--- config.mk ---
export PLATFORM = sky130hd
export DESIGN_NAME = aim_lane
export DESIGN_NICKNAME = d
export VERILOG_FILES = /design/src/rtl/aim_pkg.sv /design/src/rtl/aim_lane.sv
export SDC_FILE = /design/constraint.sdc
export NUM_CORES = 1
export LEC_CHECK = 0
export BUFFER_PORTS_ARGS = -buffer_cell sky130_fd_sc_hd__buf_2
export CAP_MARGIN = 20
export CORE_AREA = 5 5 64 60
export CTS_CLUSTER_DIAMETER = 60
export DETAILED_ROUTE_END_ITERATION = 12
export DIE_AREA = 0 0 69 65
export PLACE_DENSITY_LB_ADDON = 0.05
export SLEW_MARGIN = 20
export SYNTH_ARGS = -nofsm -noshare
export SYNTH_HDL_FRONTEND = slang
export SYNTH_SLANG_ARGS = --single-unit
--- constraint.sdc ---
create_clock -name clk -period 1.7 [get_ports clk]
set_input_delay 0.34 -clock clk [delete_from_list [all_inputs] [get_ports clk]]
set_output_delay 0.34 -clock clk [all_outputs]
set_load 0.05 [all_outputs]
--- src/rtl/aim_pkg.sv ---
// Shared types and constants for the array intersection match block.
// No dependencies; every other file imports this package.
package aim_pkg;

  localparam int STORE_DEPTH = 8;
  localparam int ROW_W       = 3;
  localparam int DATA_W      = 32;
  localparam int POS_W       = 6;

  typedef logic signed [DATA_W-1:0] data_t;
  typedef logic [STORE_DEPTH-1:0]   mask_t;
  typedef logic [ROW_W-1:0]         row_t;
  typedef logic [POS_W-1:0]         pos_t;

  // One row of compare hits passed from the lanes to the merge stage
  typedef struct packed {
    logic  wr;
    logic  fin;
    row_t  row;
    mask_t mask;
  } row_wr_t;

endpackage

--- src/rtl/aim_lane.sv ---
// One compare lane: holds one B element and tests it against the broadcast A.
// Depends on aim_pkg.
module aim_lane import aim_pkg::*; (
  input  logic  clk,
  input  logic  load_en,
  input  data_t b_in,
  input  data_t a_in,
  output logic  hit
);

  data_t b_r;

  always_ff @(posedge clk) begin
    if (load_en) begin
      b_r <= b_in;
    end
  end

  assign hit = (a_in == b_r);

endmodule

# Word level (Yosys, flattened, before mapping)
# Cells that the tools add are included.
# word_totals
latchBits,0
input_bits,66
rom_bits,0
output_inout_bits,1
n_memories,0
regBits,32
ram_bits,0
# op_classes
n_addsub,0
bitwise,0
div,0
n_shift,0
n_eq_ne,1
n_mux,0
n_reduce_logical,0
order_cmp,0
n_mul,0
# op_table
cell,n
$eq 32x32->1,1

# Longest topological paths before layout
# Gate-level depths: netlist of run 1.
# depth
depth_word,1
depth_mapped,4
ltp_nobuf,4

# Least setup slack after synthesis of run 1
# No wires, ideal clock.
# synth_path
path_kind,reg-to-output
start,register b_r[31]
end,output hit
n_path_buf,0
arrival_ns,1.559
setup_slack_ns,-0.199
path_stages_with_launch,5
cell_sequence,edfxtp_1 -> xor2_1 -> nor4_1 -> nand4_1 -> nor2_1
# synth_via
elab_chain_cells,1
# synth_lines
item,line,source
from (decl),aim_lane.sv:11,data_t b_r;
from (signal assigned),aim_lane.sv:15,b_r <= b_in;
$eq 32x32->1,aim_lane.sv:19,assign hit = (a_in == b_r);
to (decl),aim_lane.sv:8,output logic hit
# No other way between the ends.

# Final worst setup path of run 1
# layout_path
start,register b_r[25]
end,output hit
# The elaborated chain is that of the path after synthesis.

==> results summary, run 1 <==
The number of buffers added by the clock tree synthesis step came out at 5. The critical path starts at b_r[25]. The endpoint of the worst setup timing path is hit. The remaining design rule violation count came out at 0. The clock tree from TritonCTS is built.

The count of synthesis-stage warnings from yosys is 0. Dividing total power by cell area gives a power density of 855.5 nW/um^2. The H-tree was split into 2 levels. For this configuration, the core starts out at a cell density of 0.4082. The total internal power came out at 1200 uW. A synthesized cell averages between 15 and 20 um^2. The final number of hold-violating endpoints came to 0.

Compared with the post-synthesis result, the final layout area differs by 37.42%. The buffer depth of the longest clock path is 2. The checks that failed: negative setup slack.

The total of flip-flops plus latches after synthesis came out at 32. The endpoint arrival time on the critical path is 1.66 ns. In the final layout, the registers with the most flip-flops are b_r x32. The largest area contributor in the netlist is sky130_fd_sc_hd__edfxtp_1. The area of the die came out at between 4000 and 5000 um^2. The final layout contains routed wiring with a total length of 2463 um. The detailed placement HPWL is approximately 2000 um.

The fraction of synthesized cell area taken by the top area cell type came out at 0.7349. The number of flip-flops in the largest register came out at 32. The share of the Yosys chip area taken by registers is 0.7349. The worst slew margin relative to its limit came out at 0.7280. The cell sitting at the root of the clock tree is a sky130_fd_sc_hd__clkbuf_4. The combinational cell fraction of total power came out at 0.118.

The fraction of layout cells with a size suffix above 1 came out at 0.5099. In this run the static leakage power is 0.0007593 uW. Across every metal layer, demand over resource in global routing totals 0.1188.

The total overflow reported by the global router came out at 0. The measured slew at the worst slew-check pin came out at a little over 0.4 ns. The worst hold path belongs to the class input pin to register. After synthesis the cells add up to roughly 1300 um^2. The net switching power is 337.3 uW. The share of total power dissipated in sequential elements is 0.626. During I/O placement, the number of pins put on the boundary was 67. The setup path with the least slack is of type register to output pin. The largest fanout on the critical path came out at 1. Setup repair after global routing could not meet its margin everywhere. The netlist uses 5 different library cells. At the worst endpoint, the required time is 1.36 ns. More flip-flops sit in one register than any other, and that register is b_r. The top cell types in the final layout, fill and taps aside, are 65 x sky130_fd_sc_hd__buf_2, 32 x sky130_fd_sc_hd__xor2_1, 32 x sky130_fd_sc_hd__edfxtp_1. Overall power consumption after layout is estimated at around 1500 uW.

The net count after synthesis is approximately 140. The number of antenna violations at the first check in global routing is 0. The routed design could run at a clock period as short as 1.997 ns. The share of the core filled with cells came out at 0.5609. The die extent in x came out at 69 um. The run finished, with violations left. The final cycle utilization of the critical path is 1.175.

The switching fraction of total power is 0.2195. The number of slew-limit violations in the final report is 0. The clock-pin slew reported for the worst setup and hold paths after clock tree synthesis came out at 0.09 ns.

0 antenna diodes ended up in the layout. The sink count of the clock tree came out at 32. Using the TritonRoute via totals, the vias-per-cell ratio works out to approximately 4.4. The worst-case IR drop observed on VDD is about 0.47 mV.

The detailed-routing iteration count for the pre-antenna-repair pass is 4. The placement-stage worst setup slack is -0.1766 ns. The nature of the critical path endpoint is an output pin.

The routability congestion estimate is just over 0.7. The worst setup path is launched from a register. The number of max-cap violations is 0. The count of antenna-violating nets left after detailed routing is 0. The core outline area is 3203 um^2. The number of buffers added to fix hold violations after cts is 0.

The share of power burned in the clock network is 0.256. The final routed wire length divided by cell count is 12.63 um. The largest net degree at the start of global routing is 18. The total via count after detailed routing is 862.

The number of I/O port buffers is between 60 and 70. Sorting the synthesized cells by area gives the leading types as sky130_fd_sc_hd__edfxtp_1 73%, sky130_fd_sc_hd__xor2_1 21%, sky130_fd_sc_hd__nor4_1 3.8%. The library cell used most frequently in the layout, excluding fill and tap cells, is sky130_fd_sc_hd__buf_2. The final worst setup slack came out at -0.2974 ns. The initial DRC count came out at 20. Setup violations remaining at the end of the flow were counted as 1.

After technology mapping, the gate count stands at 75. The wire length of the first global-routing pass came out at between 3000 and 4000 um. The die height came out at roughly 65 um.

The final-stage net count is 216. The via count of the first global-routing pass is between 900 and 1000. The achievable clock frequency is 500.6 MHz. The row count is 20.
-- final cells by class --
cell class / instances / area [um^2]
fillers: 302 / 1406
flip-flops and latches: 32 / 960.9
multi-input cells: 43 / 367.9
repair buffers: 68 / 364.1
well taps: 44 / 55.05
clock buffers: 7 / 45.04
clock inverters: 1 / 3.754
-- worst min path at each step --
| stage | startpoint | endpoint | slack (ns) | depth (start not counted) |
|---|---|---|---|---|
| global placement | b_in[27] | b_r[27] | 0.52 | 1 |
| detailed placement | b_in[31] | b_r[31] | 0.52 | 1 |
| global route | b_in[25] | b_r[25] | 0.14 | 1 |
| finish | b_in[25] | b_r[25] | 0.18 | 1 |
| CTS | b_in[15] | b_r[15] | 0.16 | 1 |
| floorplan | b_in[0] | b_r[0] | 0.44 | 0 |
-- kinds of logic after synthesis --
logic type                synth area share
xor gates and xnor gates            0.2144
DFF                                 0.7349
and+or+nand+nor                    0.05071
-- per-stage QoR --
stage	instances	setup TNS, ns	hold slack [ns]	area [um^2]
after global placement	187	-0.2081	0.5161	1723
after CTS	195	-0.3424	0.1607	1797
after detailed placement	187	-0.1766	0.5181	1723
final	195	-0.2974	0.1848	1797
after global routing	195	-0.4310	0.1381	1797
after floorplan	75	0	0.4389	1310
-- worst max-delay path: stages (launching register included) --
cell and delay [ns]:
sky130_fd_sc_hd__edfxtp_1 0.39, sky130_fd_sc_hd__xor2_1 0.17, sky130_fd_sc_hd__nor4_1 0.31, sky130_fd_sc_hd__nand4_1 0.16, sky130_fd_sc_hd__nor2_2 0.14, sky130_fd_sc_hd__buf_6 0.16
-- power groups by stage --
stage	logic (uW)	registers [uW]	clock network, uW
2_1_floorplan	65.5	977	0
3_3_place_gp	171	979	0
3_5_place_dp	176	982	0
4_1_cts	186	964	424
5_1_grt	202	968	476
6_report	181	962	394
-- what timing repair did --
item,in CTS,in global routing
buffers inserted,0,0
resized for setup,5,0
setup endpoints to repair,1,1
cloned,0,0
pin swaps,7,1
-- routing by layer --
layer  track usage  vias to the layer above  part of all wire
met4       0.05122                        0            0.0061
met3       0.06512                        2              0.11
li1              -                      427                 -
met1        0.1285                      389              0.40
met2        0.1929                       44              0.49
met5             0                        -                 0
-- synthesized netlist by cell type --
| library cell | instances |
|---|---|
| sky130_fd_sc_hd__nor2_1 | 1 |
| sky130_fd_sc_hd__xor2_1 | 32 |
| sky130_fd_sc_hd__nor4_1 | 8 |
| sky130_fd_sc_hd__nand4_1 | 2 |
| sky130_fd_sc_hd__edfxtp_1 | 32 |
Power figures use the tool's default switching activity.
==> run 2: changes to the inputs <==
--- a/config.mk
+++ b/config.mk
@@ -5,12 +5,13 @@
 export SDC_FILE = /design/constraint.sdc
 export NUM_CORES = 1
 export LEC_CHECK = 0
+export ABC_AREA = 1
 export BUFFER_PORTS_ARGS = -buffer_cell sky130_fd_sc_hd__buf_2
 export CAP_MARGIN = 20
-export CORE_AREA = 5 5 64 60
+export CORE_AREA = 5 5 69 65
 export CTS_CLUSTER_DIAMETER = 60
 export DETAILED_ROUTE_END_ITERATION = 12
-export DIE_AREA = 0 0 69 65
+export DIE_AREA = 0 0 74 70
 export PLACE_DENSITY_LB_ADDON = 0.05
 export SLEW_MARGIN = 20
 export SYNTH_ARGS = -nofsm -noshare
==> constraint.sdc (replaced) <==
create_clock -name clk -period 2.5 [get_ports clk]
set_input_delay 0.5 -clock clk [delete_from_list [all_inputs] [get_ports clk]]
set_output_delay 0.5 -clock clk [all_outputs]
set_load 0.05 [all_outputs]
==> run 2 against run 1 <==
Against the previous run: the flow now finishes without violations; synthesized area increased by 23%; critical path depth is 3 higher; sequential share of layout area decreased by 7.2 points; first-iteration DRC count rose by 120%; routed wire length is 16% higher; final area rose by 16%; setup slack improved by 0.77 ns; critical path type unchanged; largest power group unchanged.
==> results summary, run 2 <==
Counting both buffers and inverters, the worst setup path holds a total of 1. The number of slew-limit violations in the final report is 0. The kind of cell with the highest combined delay along the critical path is simple AND/OR/NAND/NOR gates. The net count after synthesis is roughly 270. The endpoint arrival time on the critical path came out at about 1.5 ns.

The share of the core filled with cells is 0.5687. Port buffering added 66 buffers. Yosys instantiated no cell more often than sky130_fd_sc_hd__nand2_1. The repair_antennas step left the layout with diodes totalling 0. The number of placed instances, taps included, is between 300 and 400.

The post-synthesis cell type count is 5. The deepest level of the CTS H-tree is 2. The number of buffers added by the clock tree synthesis step came out at 5. The count of instances resized after the clock tree is built is 0. For this run, the slowest stage of the critical path takes 0.38 ns. The cell sitting at the root of the clock tree is a sky130_fd_sc_hd__clkbuf_8. The number of max-cap violations came out at 0. The die height is approximately 70 um. The routability congestion estimate came out at ~0.68.

The count of synthesis-stage warnings from yosys is 0. The first routing iteration left 44 violations. The final cycle utilization of the critical path came out at 0.8090. The first global-routing pass estimated around 4800 um of wire. The post-synth design cell area is between 1500 and 2000 um^2. The post-layout minimum cycle time is between 2 and 2.5 ns.

The final-stage net count is roughly 340. The area of the die came out at a little over 5000 um^2. Row generation in the floorplan step produced 21 rows.

The detailed placement HPWL came out at 2300 um. In the layout the commonest cells are 75 x sky130_fd_sc_hd__nand2_1, 66 x sky130_fd_sc_hd__buf_2, 47 x sky130_fd_sc_hd__inv_1. Clock tree synthesis found a total of 32 sinks. By instance count, the cell type seen most on the critical path is sky130_fd_sc_hd__nor2_1. By area the synthesized netlist is led by sky130_fd_sc_hd__edfxtp_1 60%, sky130_fd_sc_hd__nand2_1 18%, sky130_fd_sc_hd__inv_1 11%. The class of the tightest hold or removal check is input pin to register.

Hold repair after CTS inserted 0 buffers. The final number of hold-violating endpoints is 0. The data required time of the worst path is roughly 2.0 ns. The total overflow reported by the global router is 0. The total setup buffers inserted after CTS came out at 0.

The measured slew at the worst slew-check pin came out at 0.6912 ns. Setup violations remaining at the end of the flow were counted as 0. The leakage power figure came out at ~0.0012 uW. The share of synthesized area in the top cell type comes to 0.5981. The worst setup path is of the register to output pin kind. The clock-pin slew reported for the worst setup and hold paths after clock tree synthesis is about 0.060 ns.

In the final layout, the share of cells above drive strength 1 is 0.2664. The primary flip-flop cell chosen by synthesis mapping is sky130_fd_sc_hd__edfxtp_1. The worst-path cell with the longest stage delay is sky130_fd_sc_hd__edfxtp_1. The largest net degree at the start of global routing came out at 33. Dividing the detail-routed via count by the number of cells gives between 4 and 5. The via count of the first global-routing pass came out at about 1200. The signal on the critical path passes through nor2_1 -> nor2_1 -> nor2_1 -> nand2_1 -> nor2_1 -> nand2_1 -> nor2_1 -> buf_2. The count of pins on the block boundary is between 60 and 70.

The synthesized instance count came out at 200. The sequential cell area fraction in the yosys report came out at 0.5981. The overall track demand over capacity in global routing came out at 0.1216. The achievable clock frequency is between 400 and 500 MHz. Setup repair after global routing left no endpoint under its margin.

The detailed-routing iteration count for the pre-antenna-repair pass came out at 4. Headroom to the max-slew limit came out at 0.5392. TritonCTS built the clock tree.

The maximum ir drop on the vdd rail came out at 0.3623 mV. The total detailed-routing wirelength is around 2900 um. Counting flops per register, the top entry is b_r.

The post-synthesis async set-or-reset flop share is 0. Of all nets on the critical path, the largest fanout is 2. The number of antenna violations at the first check in global routing is 0. The core outline area came out at about 3700 um^2. In the final layout, the registers with the most flip-flops are b_r x32. The worst setup path is launched from a register. The number of flip-flops in the largest register is 32. The count of antenna-violating nets left after detailed routing came out at 0. The initial core utilization is 0.4399. STA classifies the critical path endpoint as an output pin. In the final routed layout, each cell accounts on average for roughly 9 um. By count the netlist is led by 75 x sky130_fd_sc_hd__nand2_1, 47 x sky130_fd_sc_hd__inv_1, 43 x sky130_fd_sc_hd__nor2_1. The leading cell type in the layout, fill and taps excluded is sky130_fd_sc_hd__nand2_1. The buffer depth of the longest clock path is 2. The flow ran to the end, and the final reports show no timing, DRC or antenna violations. After synthesis the netlist holds a flip-flop and latch count of 32.

Final hold analysis gives a worst-case slack of slightly below 0.4 ns. The largest area contributor in the netlist is sky130_fd_sc_hd__edfxtp_1. The final cell count without fillers came out at 320. The remaining design rule violation count came out at 0. The post-synthesis to final-layout area growth came out at 29.28%.

The number of fill cells in the layout came out at 342. In this run, synthesis inferred 32 flip-flops with an integrated enable. Each instance of the synthesized netlist takes up on average ~8.0 um^2. For this block, the via count after detailed routing is between 1000 and 1500. In this run the power density over the cells is roughly 560 nW/um^2. The die is 74 um wide. The final sum of negative setup slack came out at 0 ns.
## run 2: cell count changes in the layout (fill, tap and decap cells not counted), sizes merged
cell,previous run,this run
nor4,8,0
buf,68,66
clkinv,1,3
inv,0,47
xor2,32,3
nand2,0,75
clkbuf,7,5
nand4,2,0
nor2,1,43
## run 2: cells by family after synthesis
| kind of cell | after synthesis | synth area share |
|---|---|---|
| AND/OR/NAND/NOR | 118 | 0.2757 |
| buffers and inverters | 47 | 0.1098 |
| flip-flops | 32 | 0.5981 |
| XOR/XNOR | 3 | 0.01636 |
## run 2: per-stage QoR
step | power [uW] | cell area, um^2 | setup slack (ns)
floorplan | 740.5 | 1607 | 0.4547
global placement | 812.8 | 1994 | 0.5354
detailed placement | 818.7 | 1994 | 0.5403
CTS | 1195 | 2077 | 0.4357
global route | 1246 | 2077 | 0.2626
finish | 1170 | 2077 | 0.4775
## run 2: cell type report
| class | instances | area, um^2 | share of cell area |
|---|---|---|---|
| Sequential cell | 32 | 960.9 | 0.4627 |
| Clock inverter | 3 | 13.76 | 0.006627 |
| Tap cell | 46 | 57.56 | 0.02771 |
| Clock buffer | 5 | 68.82 | 0.03313 |
| Multi-Input combinational cell | 121 | 469.2 | 0.2259 |
| Timing Repair Buffer | 66 | 330.3 | 0.1590 |
| Inverter | 47 | 176.4 | 0.08494 |
## run 2: final timing paths
check / startpoint / endpoint / slack (ns) / depth (start not counted)
worst min-delay path: b_in[20] / b_r[20] / 0.39 / 1
worst max-delay path: b_r[9] / hit / 0.48 / 8
## run 2: power by group
| group | internal, uW | switching (uW) | total [uW] | leakage [uW] |
|---|---|---|---|---|
| Combinational | 72.9 | 74.5 | 147 | 0.000815 |
| Clock | 188 | 177 | 365 | 0.0000453 |
| Sequential | 639 | 18.2 | 657 | 0.000313 |
| Total | 900 | 270 | 1170 | 0.00117 |
## run 2: per-layer routing
metal  global-route usage  share of wire  up-vias
li1                     -              -      733
met1               0.1285           0.39      530
met2               0.2057           0.50       42
met3              0.04735           0.10        4
met4              0.06036          0.012        0
met5                    0              0        -
==> run 3: changes to the inputs <==
--- a/config.mk
+++ b/config.mk
@@ -8,10 +8,10 @@
 export ABC_AREA = 1
 export BUFFER_PORTS_ARGS = -buffer_cell sky130_fd_sc_hd__buf_2
 export CAP_MARGIN = 20
-export CORE_AREA = 5 5 69 65
+export CORE_AREA = 5 5 71 66
 export CTS_CLUSTER_DIAMETER = 60
 export DETAILED_ROUTE_END_ITERATION = 12
-export DIE_AREA = 0 0 74 70
+export DIE_AREA = 0 0 76 71
 export PLACE_DENSITY_LB_ADDON = 0.05
 export SLEW_MARGIN = 20
 export SYNTH_ARGS = -nofsm -noshare
==> constraint.sdc (replaced) <==
create_clock -name clk -period 1.7 [get_ports clk]
set_input_delay 0.34 -clock clk [delete_from_list [all_inputs] [get_ports clk]]
set_output_delay 0.34 -clock clk [all_outputs]
set_load 0.05 [all_outputs]
==> run 3 against run 2 <==
Against the previous run: the run now ends with negative setup slack left; utilization decreased by 3.3 points; non-clock buffer count rose by 1; power increased by 47%; via count is 0.69% lower; sequential power grew 47%; combinational power grew 52%; final cell count increased by 0.63%.
==> results summary, run 3 (synthesized netlist as in run 2, its figures left out) <==
The total via count after detailed routing is 1300. The fraction of layout cells with a size suffix above 1 came out at 0.2737. TritonCTS built the clock tree. STA classifies the critical path endpoint as an output pin. The measured slew at the worst slew-check pin is around 0.34 ns. The remaining design rule violation count came out at 0. The number of buffers added by the clock tree synthesis step is 5. Compared with the post-synthesis result, the final layout area differs by 31.15%. The final cycle utilization of the critical path came out at 1.042. The overall track demand over capacity in global routing came out at 0.1193. The total detailed-routing wirelength came out at roughly 3000 um.

In this run the worst hold path is classified as input pin to register. The final routed wire length divided by cell count came out at just over 9 um. The number of flip-flops in the largest register came out at 32. The routed design uses approximately 1400 um of met2 wire. The die height is approximately 71 um. The achievable clock frequency is approximately 560 MHz. The wire length of the first global-routing pass came out at ~5000 um. The count of antenna diodes in the layout came out at 0. The setup path with the least slack is of type register to output pin. The most flop-heavy register is b_r. The placement-stage worst setup slack is roughly 0.020 ns. The root buffer selected by CTS is sky130_fd_sc_hd__clkbuf_8. The number of slew-limit violations in the final report is 0. The via count of the first global-routing pass is 1200. The instance count along the most critical hold path is 1. The die extent in x came out at ~76 um. The total placed cells including tap cells is roughly 320. The row count came out at 22. The library cell used most frequently in the layout, excluding fill and tap cells, is sky130_fd_sc_hd__nand2_1. The setup-violating endpoint count in the final report came out at 1. The endpoint arrival time on the critical path is between 1 and 1.5 ns.

The final sum of negative setup slack is -0.07111 ns. Buffers inserted to repair hold after CTS numbered 0. After detailed routing, no signal wire sits above met4. The count of pins on the block boundary came out at 67. The power density of the placed cells came out at 814.4 nW/um^2.

The largest fanout on the critical path came out at 2. STA classifies the critical path startpoint as a register. The buffer depth of the longest clock path is 2. Clock-pin slew was measured on the worst setup and hold paths at about 0.060 ns.

The deepest level of the CTS H-tree is 2. The routed via count divided by cell count came out at approximately 4.0. The maximum ir drop on the vdd rail came out at between 0.5 and 0.6 mV. The core outline area is between 3000 and 4000 um^2. The final reports fail on negative setup slack. In this run the most critical hold path is launched from b_in[31]. The final number of hold-violating endpoints was 0. The count of antenna-violating nets left after detailed routing is 0. The initial core utilization came out at 0.4081. The count of cells in the finished layout, fillers not included, comes to between 300 and 400. The layout has around 400 filler cells.

The detailed router put a total of about 1200 um of wire on met1. The worst slew margin relative to its limit came out at 0.7756. The worst hold path terminates at b_r[31].

Final hold analysis gives a worst-case slack of 0.2287 ns. The first routing iteration left 33 violations. Setup repair after global routing could not meet its margin everywhere. The detailed placement HPWL is 2393 um. Summed over all layers, the global routing overflow is 0. The number of I/O port buffers is 66. Across the run, the number of max-cap violations was 0. The final-stage net count came out at 340. The final worst setup slack is -0.07111 ns. The congestion estimate from routability-driven global placement came to just under 0.7.

The number of antenna violations at the first check in global routing came to 0. The largest registers in the layout are b_r x32. STA puts the critical path data required time at ~1.4 ns. Counting every sink on the clock net gives 32. The top cell types in the final layout, fill and taps aside, are 75 x sky130_fd_sc_hd__nand2_1, 65 x sky130_fd_sc_hd__buf_2, 47 x sky130_fd_sc_hd__inv_1. The flow ran to the end, but the final reports show violations. The floorplan step defined a die boundary enclosing ~5400 um^2. The largest net degree at the start of global routing came out at 21. The analysis attributes to cell leakage a power of 0.001177 uW. For the finished layout, the period the worst path requires is 1.771 ns. The total setup buffers inserted after CTS came out at 0. For this run, the detailed router's first-pass iteration total came to 4.

The sum of met3 wire segment lengths after detailed routing is 313 um.
-- run 3: per-layer routing --
metal,vias to the layer above,track usage
met5,-,0
met2,40,0.1968
li1,732,-
met3,6,0.06997
met4,0,0.05336
met1,522,0.1224
-- run 3: worst max path at each step --
stage | startpoint | end | slack [ns] | cells after the start
after detailed placement | a_in[15] | hit | 0.02 | 10
after global routing | b_r[5] | hit | -0.24 | 8
after CTS | b_r[2] | hit | -0.11 | 7
after global placement | a_in[15] | hit | 0.03 | 10
after floorplan | b_r[20] | hit | 0.15 | 7
final | b_r[22] | hit | -0.07 | 8
-- run 3: critical path, cell delays in order, from the launching register on --
cell and delay, ns:
sky130_fd_sc_hd__edfxtp_1 0.38, sky130_fd_sc_hd__nand2_1 0.08, sky130_fd_sc_hd__nand2_1 0.04, sky130_fd_sc_hd__nor2_1 0.12, sky130_fd_sc_hd__nand2_1 0.07, sky130_fd_sc_hd__nor2_1 0.12, sky130_fd_sc_hd__nand2_1 0.07, sky130_fd_sc_hd__nor2_2 0.11
sky130_fd_sc_hd__buf_6 0.16
-- run 3: metrics by stage --
step           area, um^2  power, uW    util
2_1_floorplan        1609       1089       -
3_3_place_gp         2019       1202  0.5130
3_5_place_dp         2019       1209  0.5130
4_1_cts              2105       1740  0.5346
5_1_grt              2107       1823  0.5353
6_report             2107       1716  0.5353
-- run 3: layout make-up --
| class | instances | area (um^2) | share of cell area |
|---|---|---|---|
| Multi-Input combinational cell | 121 | 476.7 | 0.2262 |
| Clock inverter | 2 | 7.507 | 0.003563 |
| Sequential cell | 32 | 960.9 | 0.4561 |
| Tap cell | 48 | 60.06 | 0.02850 |
| Timing Repair Buffer | 67 | 356.6 | 0.1692 |
| Inverter | 47 | 176.4 | 0.08373 |
| Clock buffer | 5 | 68.82 | 0.03266 |
-- run 3: what timing repair did --
item                                    4_1_cts  5_1_grt
endpoints found under the setup margin        1        1
pin swaps                                    10        3
gates resized for setup                       3        1
-- run 3: report_power, final --
group          switching, uW  internal (uW)
Combinational            112            112
Sequential              26.7            940
Clock                    257            269
